--- src/sv/rcl_pkg.sv ---
// Shared types and constants for the rotated, clipped line rasterizer.
// No dependencies; used by rcl_map, the top level and the testbench.
package rcl_pkg;

    // Coordinate widths: logical coordinates are signed, screen sizes fit in DIM_W bits
    localparam int COORD_W = 12;
    localparam int DIM_W   = 11;
    localparam int ERR_W   = 14;
    localparam int COLOR_W = 16;
    localparam int FX_W    = 8;
    localparam int FY_W    = 9;
    localparam int ADDR_W  = 17;

    // Command codes
    localparam logic CMD_START = 1'b0;
    localparam logic CMD_STEP  = 1'b1;

    // Display rotation codes
    typedef enum logic [1:0] {
        ROT_NONE  = 2'd0,
        ROT_CW90  = 2'd1,
        ROT_180   = 2'd2,
        ROT_CW270 = 2'd3
    } rot_t;

    // One logical pixel on its way to the mapper
    typedef struct packed {
        logic signed [COORD_W-1:0] x;
        logic signed [COORD_W-1:0] y;
        rot_t                      rot;
    } pix_t;

    // Framebuffer write produced by the mapper
    typedef struct packed {
        logic [FX_W-1:0]   frame_x;
        logic [FY_W-1:0]   frame_y;
        logic [ADDR_W-1:0] address;
        logic              enable;
    } map_t;

endpackage

--- src/sv/rcl_map.sv ---
// Clip a logical pixel against the rotated screen and map it to framebuffer
// coordinates and a linear address. Depends on rcl_pkg.
module rcl_map
    import rcl_pkg::*;
#(
    parameter int FB_WIDTH  = 222,
    parameter int FB_HEIGHT = 480
)
(
    input  pix_t pix,
    output map_t result
);

    localparam logic [DIM_W-1:0] FBW = DIM_W'(FB_WIDTH);
    localparam logic [DIM_W-1:0] FBH = DIM_W'(FB_HEIGHT);

    logic [DIM_W-1:0]  log_w;
    logic [DIM_W-1:0]  log_h;
    logic              on_screen;
    logic [DIM_W-1:0]  ux;
    logic [DIM_W-1:0]  uy;
    logic [DIM_W-1:0]  fx;
    logic [DIM_W-1:0]  fy;
    logic [ADDR_W-1:0] addr;

    // Logical screen swaps its sides on quarter turns
    assign log_w = pix.rot[0] ? FBH : FBW;
    assign log_h = pix.rot[0] ? FBW : FBH;

    assign ux = pix.x[DIM_W-1:0];
    assign uy = pix.y[DIM_W-1:0];

    // Clip against the logical screen
    assign on_screen = !pix.x[COORD_W-1] && !pix.y[COORD_W-1]
                    && (ux < log_w) && (uy < log_h);

    // Rotate to framebuffer coordinates
    always_comb
    begin
        case (pix.rot)
            ROT_CW90:
            begin
                fx = uy;
                fy = FBH - DIM_W'(1) - ux;
            end
            ROT_180:
            begin
                fx = FBW - DIM_W'(1) - ux;
                fy = FBH - DIM_W'(1) - uy;
            end
            ROT_CW270:
            begin
                fx = FBW - DIM_W'(1) - uy;
                fy = ux;
            end
            default:
            begin
                fx = ux;
                fy = uy;
            end
        endcase
    end

    // Row times width plus column, kept modulo the address width
    assign addr = ADDR_W'({{(ADDR_W-DIM_W){1'b0}}, fy} * {{(ADDR_W-DIM_W){1'b0}}, FBW})
                + ADDR_W'(fx);

    // Clipped pixels carry zero coordinates and no write
    assign result.frame_x = on_screen ? fx[FX_W-1:0] : '0;
    assign result.frame_y = on_screen ? fy[FY_W-1:0] : '0;
    assign result.address = on_screen ? addr : '0;
    assign result.enable  = on_screen;

endmodule

--- src/sv/rotated_clipped_line_rasterizer.sv ---
// Bresenham line engine with screen clipping and display rotation.
// A step word's pixel passes the pixel stage and the output stage registers; start words give none.
// One word per cycle while out_ready back-pressure leaves room; the stepping update is combinational.
// Reset (rst_n low, asynchronous): engine idle, rotation 0, pipeline empty.
// Depends on rcl_pkg and rcl_map.
module rotated_clipped_line_rasterizer
    import rcl_pkg::*;
#(
    parameter int FB_WIDTH  = 222,
    parameter int FB_HEIGHT = 480
)
(
    input  logic                       clk,
    input  logic                       rst_n,
    // Configuration write channel
    input  logic                       cfg_valid,
    output logic                       cfg_ready,
    input  logic [1:0]                 cfg_data,
    // Command channel
    input  logic                       in_valid,
    output logic                       in_ready,
    input  logic                       command,
    input  logic signed [COORD_W-1:0]  start_x,
    input  logic signed [COORD_W-1:0]  start_y,
    input  logic signed [COORD_W-1:0]  end_x,
    input  logic signed [COORD_W-1:0]  end_y,
    input  logic [COLOR_W-1:0]         pixel_color,
    // Pixel write channel
    output logic                       out_valid,
    input  logic                       out_ready,
    output logic [FX_W-1:0]            frame_x,
    output logic [FY_W-1:0]            frame_y,
    output logic [ADDR_W-1:0]          pixel_address,
    output logic [COLOR_W-1:0]         write_color,
    output logic                       write_enable,
    output logic                       last_pixel
);

    // Configuration
    rot_t rot_reg;

    // Line state
    logic                      active_reg;
    logic signed [COORD_W-1:0] cur_x_reg, cur_y_reg;
    logic signed [COORD_W-1:0] dest_x_reg, dest_y_reg;
    logic [COORD_W-1:0]        delta_x_reg, delta_y_reg;
    logic                      step_x_neg_reg, step_y_neg_reg;
    logic signed [ERR_W-1:0]   err_reg;
    logic [COLOR_W-1:0]        color_reg;

    // Pixel stage
    logic                      pix_valid_reg;
    pix_t                      pix_reg;
    logic [COLOR_W-1:0]        pix_color_reg;
    logic                      pix_last_reg;

    // Output stage
    logic                      out_valid_reg;
    map_t                      out_map_reg;
    logic [COLOR_W-1:0]        out_color_reg;
    logic                      out_last_reg;

    logic                      adv_out;
    logic                      adv_pix;
    logic                      in_acc;
    logic                      do_start;
    logic                      do_step;
    logic                      at_dest;
    map_t                      mapped;

    // Start setup
    logic signed [COORD_W:0]   diff_x, diff_y;
    logic [COORD_W-1:0]        abs_x, abs_y;
    logic signed [ERR_W-1:0]   err_start;

    // Step update
    logic signed [ERR_W:0]     e2;
    logic                      move_x, move_y;
    logic signed [ERR_W:0]     err_step;

    // Handshake flow
    assign adv_out   = !out_valid_reg || out_ready;
    assign adv_pix   = !pix_valid_reg || adv_out;
    assign in_ready  = adv_pix;
    assign cfg_ready = 1'b1;
    assign in_acc    = in_valid && in_ready;
    assign do_start  = in_acc && (command == CMD_START);
    assign do_step   = in_acc && (command == CMD_STEP) && active_reg;

    assign at_dest = (cur_x_reg == dest_x_reg) && (cur_y_reg == dest_y_reg);

    // Absolute deltas and initial error
    assign diff_x    = (COORD_W+1)'(end_x) - (COORD_W+1)'(start_x);
    assign diff_y    = (COORD_W+1)'(end_y) - (COORD_W+1)'(start_y);
    assign abs_x     = diff_x[COORD_W] ? COORD_W'(-diff_x) : diff_x[COORD_W-1:0];
    assign abs_y     = diff_y[COORD_W] ? COORD_W'(-diff_y) : diff_y[COORD_W-1:0];
    assign err_start = $signed(ERR_W'({1'b0, abs_x})) - $signed(ERR_W'({1'b0, abs_y}));

    // Integer error rule
    assign e2       = {err_reg, 1'b0};
    assign move_x   = e2 > -$signed((ERR_W+1)'({1'b0, delta_y_reg}));
    assign move_y   = e2 < $signed((ERR_W+1)'({1'b0, delta_x_reg}));
    assign err_step = (ERR_W+1)'(err_reg)
                    - (move_x ? $signed((ERR_W+1)'({1'b0, delta_y_reg})) : '0)
                    + (move_y ? $signed((ERR_W+1)'({1'b0, delta_x_reg})) : '0);

    // Hold rotation
    always_ff @(posedge clk or negedge rst_n)
    begin
        if (!rst_n)
            rot_reg <= ROT_NONE;
        else if (cfg_valid && cfg_ready)
            rot_reg <= rot_t'(cfg_data);
    end

    // Advance line state
    always_ff @(posedge clk or negedge rst_n)
    begin
        if (!rst_n)
        begin
            active_reg     <= 1'b0;
            cur_x_reg      <= '0;
            cur_y_reg      <= '0;
            dest_x_reg     <= '0;
            dest_y_reg     <= '0;
            delta_x_reg    <= '0;
            delta_y_reg    <= '0;
            step_x_neg_reg <= 1'b0;
            step_y_neg_reg <= 1'b0;
            err_reg        <= '0;
            color_reg      <= '0;
        end
        else if (do_start)
        begin
            active_reg     <= 1'b1;
            cur_x_reg      <= start_x;
            cur_y_reg      <= start_y;
            dest_x_reg     <= end_x;
            dest_y_reg     <= end_y;
            delta_x_reg    <= abs_x;
            delta_y_reg    <= abs_y;
            step_x_neg_reg <= !(start_x < end_x);
            step_y_neg_reg <= !(start_y < end_y);
            err_reg        <= err_start;
            color_reg      <= pixel_color;
        end
        else if (do_step)
        begin
            if (at_dest)
                active_reg <= 1'b0;
            else
            begin
                err_reg <= err_step[ERR_W-1:0];
                if (move_x)
                    cur_x_reg <= step_x_neg_reg ? cur_x_reg - COORD_W'(1)
                                                : cur_x_reg + COORD_W'(1);
                if (move_y)
                    cur_y_reg <= step_y_neg_reg ? cur_y_reg - COORD_W'(1)
                                                : cur_y_reg + COORD_W'(1);
            end
        end
    end

    // Pixel stage: capture the current point
    always_ff @(posedge clk or negedge rst_n)
    begin
        if (!rst_n)
            pix_valid_reg <= 1'b0;
        else if (adv_pix)
            pix_valid_reg <= do_step;
    end

    always_ff @(posedge clk)
    begin
        if (adv_pix && do_step)
        begin
            pix_reg.x     <= cur_x_reg;
            pix_reg.y     <= cur_y_reg;
            pix_reg.rot   <= rot_reg;
            pix_color_reg <= color_reg;
            pix_last_reg  <= at_dest;
        end
    end

    rcl_map #(
        .FB_WIDTH  (FB_WIDTH),
        .FB_HEIGHT (FB_HEIGHT)
    ) u_map (
        .pix    (pix_reg),
        .result (mapped)
    );

    // Output stage: hold until taken
    always_ff @(posedge clk or negedge rst_n)
    begin
        if (!rst_n)
            out_valid_reg <= 1'b0;
        else if (adv_out)
            out_valid_reg <= pix_valid_reg;
    end

    always_ff @(posedge clk)
    begin
        if (adv_out && pix_valid_reg)
        begin
            out_map_reg   <= mapped;
            out_color_reg <= pix_color_reg;
            out_last_reg  <= pix_last_reg;
        end
    end

    assign out_valid     = out_valid_reg;
    assign frame_x       = out_map_reg.frame_x;
    assign frame_y       = out_map_reg.frame_y;
    assign pixel_address = out_map_reg.address;
    assign write_color   = out_color_reg;
    assign write_enable  = out_map_reg.enable;
    assign last_pixel    = out_last_reg;

    // A step while idle never makes a pixel
    assert property (@(posedge clk) disable iff (!rst_n)
        (in_acc && command == CMD_STEP && !active_reg) |=> !pix_valid_reg)
        else $error("pixel produced by a step while idle");

    // Reaching the end point idles the engine
    assert property (@(posedge clk) disable iff (!rst_n)
        (do_step && at_dest) |=> !active_reg)
        else $error("engine still active after its last pixel");

    // A clipped pixel has zero coordinates and address
    assert property (@(posedge clk) disable iff (!rst_n)
        (out_valid && !write_enable) |->
            (frame_x == '0 && frame_y == '0 && pixel_address == '0))
        else $error("clipped pixel with nonzero coordinates");

    // Input stalls only when both stages are full and the sink stalls
    assert property (@(posedge clk) disable iff (!rst_n)
        !in_ready |-> (pix_valid_reg && out_valid_reg && !out_ready))
        else $error("input stalled with room in the pipeline");

endmodule

--- config.mk ---
export PLATFORM = sky130hd
export DESIGN_NAME = rotated_clipped_line_rasterizer
export DESIGN_NICKNAME = d
export VERILOG_FILES = /design/src/sv/rcl_pkg.sv /design/src/sv/rcl_map.sv /design/src/sv/rotated_clipped_line_rasterizer.sv
export SDC_FILE = /design/constraint.sdc
export NUM_CORES = 1
export LEC_CHECK = 0
export BUFFER_PORTS_ARGS = -buffer_cell sky130_fd_sc_hd__buf_4
export CAP_MARGIN = 10
export CELL_PAD_IN_SITES_DETAIL_PLACEMENT = 2
export CELL_PAD_IN_SITES_GLOBAL_PLACEMENT = 2
export CORE_UTILIZATION = 40
export CTS_BUF_LIST = sky130_fd_sc_hd__clkbuf_8
export DETAILED_ROUTE_END_ITERATION = 10
export PLACE_DENSITY_LB_ADDON = 0.1
export SYNTH_ARGS = -nofsm -noshare
export SYNTH_HDL_FRONTEND = slang
export SYNTH_SLANG_ARGS = --single-unit
--- constraint.sdc ---
create_clock -name clk -period 8.1 [get_ports clk]
set_input_delay 1.215 -clock clk [delete_from_list [all_inputs] [get_ports clk]]
set_output_delay 1.215 -clock clk [all_outputs]
set_load 0.005 [all_outputs]
==> qor.yml, run 1 <==
critical_path:
  crit_type: "reg2reg"
  critPathMostFrequentCell: "inv_1"
  cp_max_fo: 22
  cp.required_ns: 8.54
  cp_slowest_stage_delay_ns: 0.58
  start_kind: "flip-flop"
  endpoint_kind: "flip-flop"
  crit_slowest_cell: "fa_1"
  worstPathArrival_ns: 7.74
placement:
  place_congestion: 0.884
  io_buffers: 125
  dp_hpwl_mm: 38.5
worst_hold_path:
  hp-class: "reg2reg"
sta:
  report.final.slew_viol_count: 0
  setup_viol: 0
  rsz0062_at_grt: "false"
  max_freq_ghz: 0.137
  fin_skew_ns: 0.0255
  relSlewSlack_pct: 32.2
  fin_tns_setup_ns: 0
  hold_viol_final: 0
  finalCritPeriodShare_pct: 90.1
  worst_pin_slew_ns: 1.02
  finalCriticalPeriod_ns: 7.30
logic_synthesis:
  synth-edff-count: 94
  yosysTopAreaCell: "edfxtp_1"
  avgSynthCellArea_um2: 9.37
  synth-seq-cells: 203
  syn_nets: 1969
  synth_warnings: 0
  synth.most_common_cell: "nand2_1"
  synthTopCellsByArea: "edfxtp_1 18%, dfrtp_1 17%, ha_1 12%"
  ys_seq_area_share_pct: 35.1
  synthCells: 1689
  yosysUniqueCellTypes: 87
  syn-cell-area_um2: 15800
  yosys-top-cells-count: "225 x nand2_1, 176 x inv_1, 158 x ha_1"
  synth_ff_type: "dfrtp_1"
  async_flop_share_pct: 53.7
  synth_top_area_share_pct: 17.8
die:
  row_count: 72
  die_w_um: 201
  io_pins: 127
  start_util_pct: 40.8
  dieHeight_um: 201
  core_um2: 38800
  die_area_um2: 40400
detailed_routing:
  drt_wl_total_mm: 49.2
  detail-route-antenna-nets: 0
  wl_per_cell_um: 20.7
  drt_iter0_markers: 505
  first_pass_iters: 4
  via_per_inst: 5.42
  vias: 12853
  drc_errors: 0
run_status:
  status: "finished clean"
clock_tree:
  postCtsSetupRepairBufs: 0
  cts.reportedPaths.clkPinSlew_ns: 0.06
  cts_htree_levels: 2
  clock-sinks: 203
  cts_made_buffers: 40
  cts-root-buf: "clkbuf_8"
  clk_latency_ns: 0.61
  cts_tree: "built"
  clock_path_buffers: 3
final_layout:
  largest_reg_flops: 26
  area_growth_pct: 14.4
  drive_above_1_share_pct: 13.4
  final_net_count: 2102
grt:
  antenna_found_initial: 3
  gr-total-overflow: 0
  grt_use_total_pct: 25.0
  grt_pass1_wl_mm: 79.4
  grt_max_degree: 73
  grt_pass1_vias: 14436
job:
  maxCapViolCount: 0
cells in the final DEF (no fill, tap or decap), drive strengths merged, types with 6 or more instances in the layout:
master / count
xor2: 52
xnor2: 87
a31oi: 11
nor2: 119
edfxtp: 94
a221o: 8
nand3b: 6
mux2i: 36
a211oi: 17
clkbuf: 47
o21bai: 8
mux2: 21
nand4: 17
nor3: 48
a21o: 22
dfrtp: 109
nand3: 23
inv: 198
o21ai: 96
buf: 136
o211ai: 11
nand2: 225
a21oi: 73
nand2b: 16
nor2b: 41
fa: 50
or3: 14
o21a: 19
nor4: 8
a21boi: 7
ha: 158
or2: 6
area by class of cell:
cell class,instances,area (um^2)
Fill cell,4208,20700
Clock inverter,25,126
Sequential cell,203,5550
Antenna cell,3,7.51
Inverter,177,664
Multi-Input combinational cell,1264,9430
Clock buffer,47,647
Timing Repair Buffer,136,1020
Tap cell,518,648
path summary, 6_finish.rpt:
check | endpoint | slack [ns] | from | cells past startpoint
min reg2reg | write_color[1] | 0.42 | pix_color_reg[1] | 0
max in group asynchronous | cur_x_reg[4] | 6.05 | rst_n | 2
min | write_color[1] | 0.42 | pix_color_reg[1] | 0
max reg2reg | pixel_address[15] | 0.80 | pix_reg[1] | 26
min in group asynchronous | err_reg[4] | 0.66 | rst_n | 1
max | pixel_address[15] | 0.80 | pix_reg[1] | 26
critical path: cells and delay by family (launching register included):
family                   cells  cell delay (ns)
AO/OA/AOI/OAI                7             1.55
buffers and inverters        6             0.69
AND/OR/NAND/NOR              4             1.10
multiplexers                 1             0.30
adder cells (fa/ha/maj)      7             3.06
XOR/XNOR                     1             0.09
flip-flops                   1             0.32
cells by family (layout without fill, tap and decap cells):
family | Yosys count | count (layout) | synth area share (%)
DFF | 203 | 203 | 35.1
other | 1 | 4 | 0.0237
buffers and inverters | 222 | 385 | 5.47
AOI/OAI and AO/OA | 317 | 317 | 13.3
and+or+nand+nor | 542 | 542 | 15.7
muxes | 57 | 57 | 3.80
xor gates and xnor gates | 139 | 139 | 7.74
adders and majority gates | 208 | 208 | 18.8
routing by layer:
layer	vias to the layer above	global-route usage [%]	wire, um
met5	-	0	0
met4	0	6.52	972
met3	63	3.62	1780
met2	219	44.1	24400
met1	6476	31.8	22000
li1	6095	-	-
metrics by stage:
| step | hold WS [ns] | util, % | area [um^2] | worst slack, ns | instances |
|---|---|---|---|---|---|
| floorplan | 0.400 | - | 15800 | 1.58 | 1689 |
| global placement | 0.400 | 44.6 | 17300 | 1.01 | 2298 |
| detailed placement | 0.409 | 44.6 | 17300 | 0.626 | 2298 |
| CTS | 0.422 | 46.6 | 18100 | 0.495 | 2370 |
| global route | 0.424 | 46.6 | 18100 | 0.235 | 2371 |
| finish | 0.421 | 46.6 | 18100 | 0.804 | 2373 |
repair_timing:
item / in CTS / in global routing
endpoints found under the setup margin: 0 / 1
resized for setup: 0 / 1
hold buffers: 0 / 0
Power of run 1 is left out: the tool's default activity adds up to more than one toggle a clock period on the data nets, which glitch-free logic cannot reach.
==> run 2, diff against run 1 <==
Settings changed: CORE_UTILIZATION 40 to 43.
Clock period 8.1 ns to 9.4 ns, I/O delays scaled along.
==> qor.yml, run 2 (same netlist as run 1, synthesis figures left out) <==
detailed_routing:
  first_pass_iters: 5  # +1
  wl_per_cell_um: 23.6  # +14%
  vias: 13115  # +2.0%
  drt_iter0_markers: 551  # +9.1%
  via_per_inst: 5.68  # +4.8%
  drt_wl_total_mm: 54.6  # +11%
  detail-route-antenna-nets: 0  # unchanged
  drc_errors: 0  # unchanged
die:
  die_w_um: 194  # -3.5%
  start_util_pct: 44.1  # +3.3 points
  row_count: 69  # -4.2%
  dieHeight_um: 194  # -3.5%
  core_um2: 35900  # -7.5%
  io_pins: 127  # unchanged
  die_area_um2: 37600  # -6.9%
clock_tree:
  cts_tree: "built"
  clk_latency_ns: 0.62  # about the same
  clock_path_buffers: 3  # unchanged
  postCtsHoldBufs: 0  # unchanged
  cts_made_buffers: 39  # -2.5%
  cts-root-buf: "clkbuf_8"
  cts_resized: 0  # unchanged
  cts.reportedPaths.clkPinSlew_ns: 0.07  # about the same
  cts_htree_levels: 2  # unchanged
  clock-sinks: 203  # unchanged
  postCtsSetupRepairBufs: 0  # unchanged
grt:
  grt_use_total_pct: 29.5  # +4.5 points
  grt_max_degree: 79  # +8.2%
  grt_pass1_vias: 15028  # +4.1%
  grt_pass1_wl_mm: 86.3  # +8.7%
  gr-total-overflow: 0  # unchanged
  antenna_found_initial: 1  # -2
worst_hold_path:
  hp-class: "reg2reg"
  holdPathStages: 0  # unchanged
  worstHoldStart: "pix_color_reg[13]"
  hold_end: "write_color[13]"
critical_path:
  crit_family: "adder cells"
  worstPathArrival_ns: 8.18  # +0.44 ns
  timing.rr.start: "pix_reg[1]"
  crit_slowest_cell: "fa_1"
  cp_slowest_stage_delay_ns: 0.57  # about the same
  endpoint_kind: "flip-flop"
  rr_endpoint: "pixel_address[15]"
  start_kind: "flip-flop"
  cp_max_fo: 22  # unchanged
  rrSetupSlack_ns: 1.68  # +0.87 ns
  worstPathBufferInverterCount: 6  # unchanged
  critPathMostFrequentCell: "inv_1"
  crit_type: "reg2reg"
  cp.required_ns: 9.86  # +1.32 ns
  r2r_cells: 26  # unchanged
run_status:
  status: "finished clean"
final_layout:
  layout_common_cells: "225 x nand2_1, 186 x inv_1, 158 x ha_1"
  final_net_count: 2100  # -0.095%
  area_growth_pct: 14.7
  largest_reg_flops: 26  # unchanged
  diodes: 0  # -3
  final_common_cell: "nand2_1"
  drive_above_1_share_pct: 13.6  # +0.18 points
  fillers: 3836  # -8.8%
sta:
  finalCritPeriodShare_pct: 82.2  # -7.9 points
  finalWorstSetupSlack_ns: 1.68  # +0.872 ns
  setup_viol: 0  # unchanged
  timing.hold.ws_ns: 0.423  # +0.00224 ns
  max_freq_ghz: 0.129  # -5.5%
  finalCriticalPeriod_ns: 7.72  # +0.428 ns
  report.final.slew_viol_count: 0  # unchanged
  relSlewSlack_pct: 30.9  # -1.3 points
  fin_skew_ns: 0.0425  # +0.0170 ns
  hold_viol_final: 0  # unchanged
  fin_tns_setup_ns: 0  # unchanged
  rsz0062_at_grt: "false"
  worst_pin_slew_ns: 1.04  # +0.0199 ns
placement:
  pre_cts_ws_ns: 1.70  # +1.08 ns
  io_buffers: 125  # unchanged
  place_congestion: 0.828  # -6.3%
  dp_hpwl_mm: 40.2  # +4.6%
job:
  maxCapViolCount: 0  # unchanged
run 2: cell count changes in the layout (fill, tap and decap cells not counted), sizes merged:
cell	before	now
buf	136	135
bufinv	0	5
clkbuf	47	48
clkinv	3	4
clkinvlp	1	0
diode	3	0
inv	198	191
run 2: worst max-delay path by stage:
stage / from / endpoint / slack, ns / depth (start not counted)
final: pix_reg[1] / pixel_address[15] / 1.68 / 26
after global routing: pix_reg[1] / pixel_address[15] / 1.18 / 26
after CTS: pix_reg[1] / pixel_address[13] / 1.61 / 27
after global placement: pix_reg[1] / pixel_address[15] / 2.13 / 26
after floorplan: pix_reg[0] / pixel_address[15] / 2.88 / 24
after detailed placement: pix_reg[1] / pixel_address[15] / 1.70 / 26
run 2: layout make-up:
type	count	area [um^2]	share of cell area, %
clock inverter	23	249	1.37
multi-input combinational	1264	9430	52.0
clock buffer	48	661	3.64
tap	461	577	3.18
sequential	203	5550	30.6
timing repair buffer	135	1010	5.59
inverter	177	664	3.66
run 2: layer usage:
layer | part of all wire, % | up-vias | GRT usage, % | wire [um]
li1 | - | 6091 | - | -
met1 | 43 | 6674 | 36.1 | 23500
met2 | 50 | 257 | 53.3 | 27500
met3 | 3.6 | 91 | 4.30 | 1990
met4 | 2.9 | 2 | 9.35 | 1570
met5 | 0.024 | - | 0 | 13
run 2: through the flow:
stage / cell area [um^2] / std cells / util [%]
after global routing: 18100 / 2311 / 50.5
after floorplan: 15800 / 1689 / -
after CTS: 18100 / 2311 / 50.5
after global placement: 17200 / 2240 / 48.0
after detailed placement: 17200 / 2240 / 48.0
final: 18100 / 2311 / 50.5
run 2: worst register-to-register path, stage by stage, from the launching register on:
cell	delay, ns
edfxtp_1	0.33
buf_4	0.24
inv_1	0.27
nor2_2	0.37
mux2i_1	0.28
inv_1	0.07
ha_1	0.30
o21ai_0	0.07
a21oi_1	0.56
inv_1	0.22
fa_1	0.57
inv_1	0.05
fa_1	0.47
fa_1	0.52
fa_1	0.51
inv_1	0.04
ha_1	0.34
or2_2	0.33
o311a_1	0.15
a21oi_1	0.19
xnor2_1	0.11
ha_1	0.38
nand2_1	0.09
a211oi_1	0.33
o21ai_0	0.27
or3_1	0.37
a21oi_1	0.14
Power of run 2 is left out for the same reason.
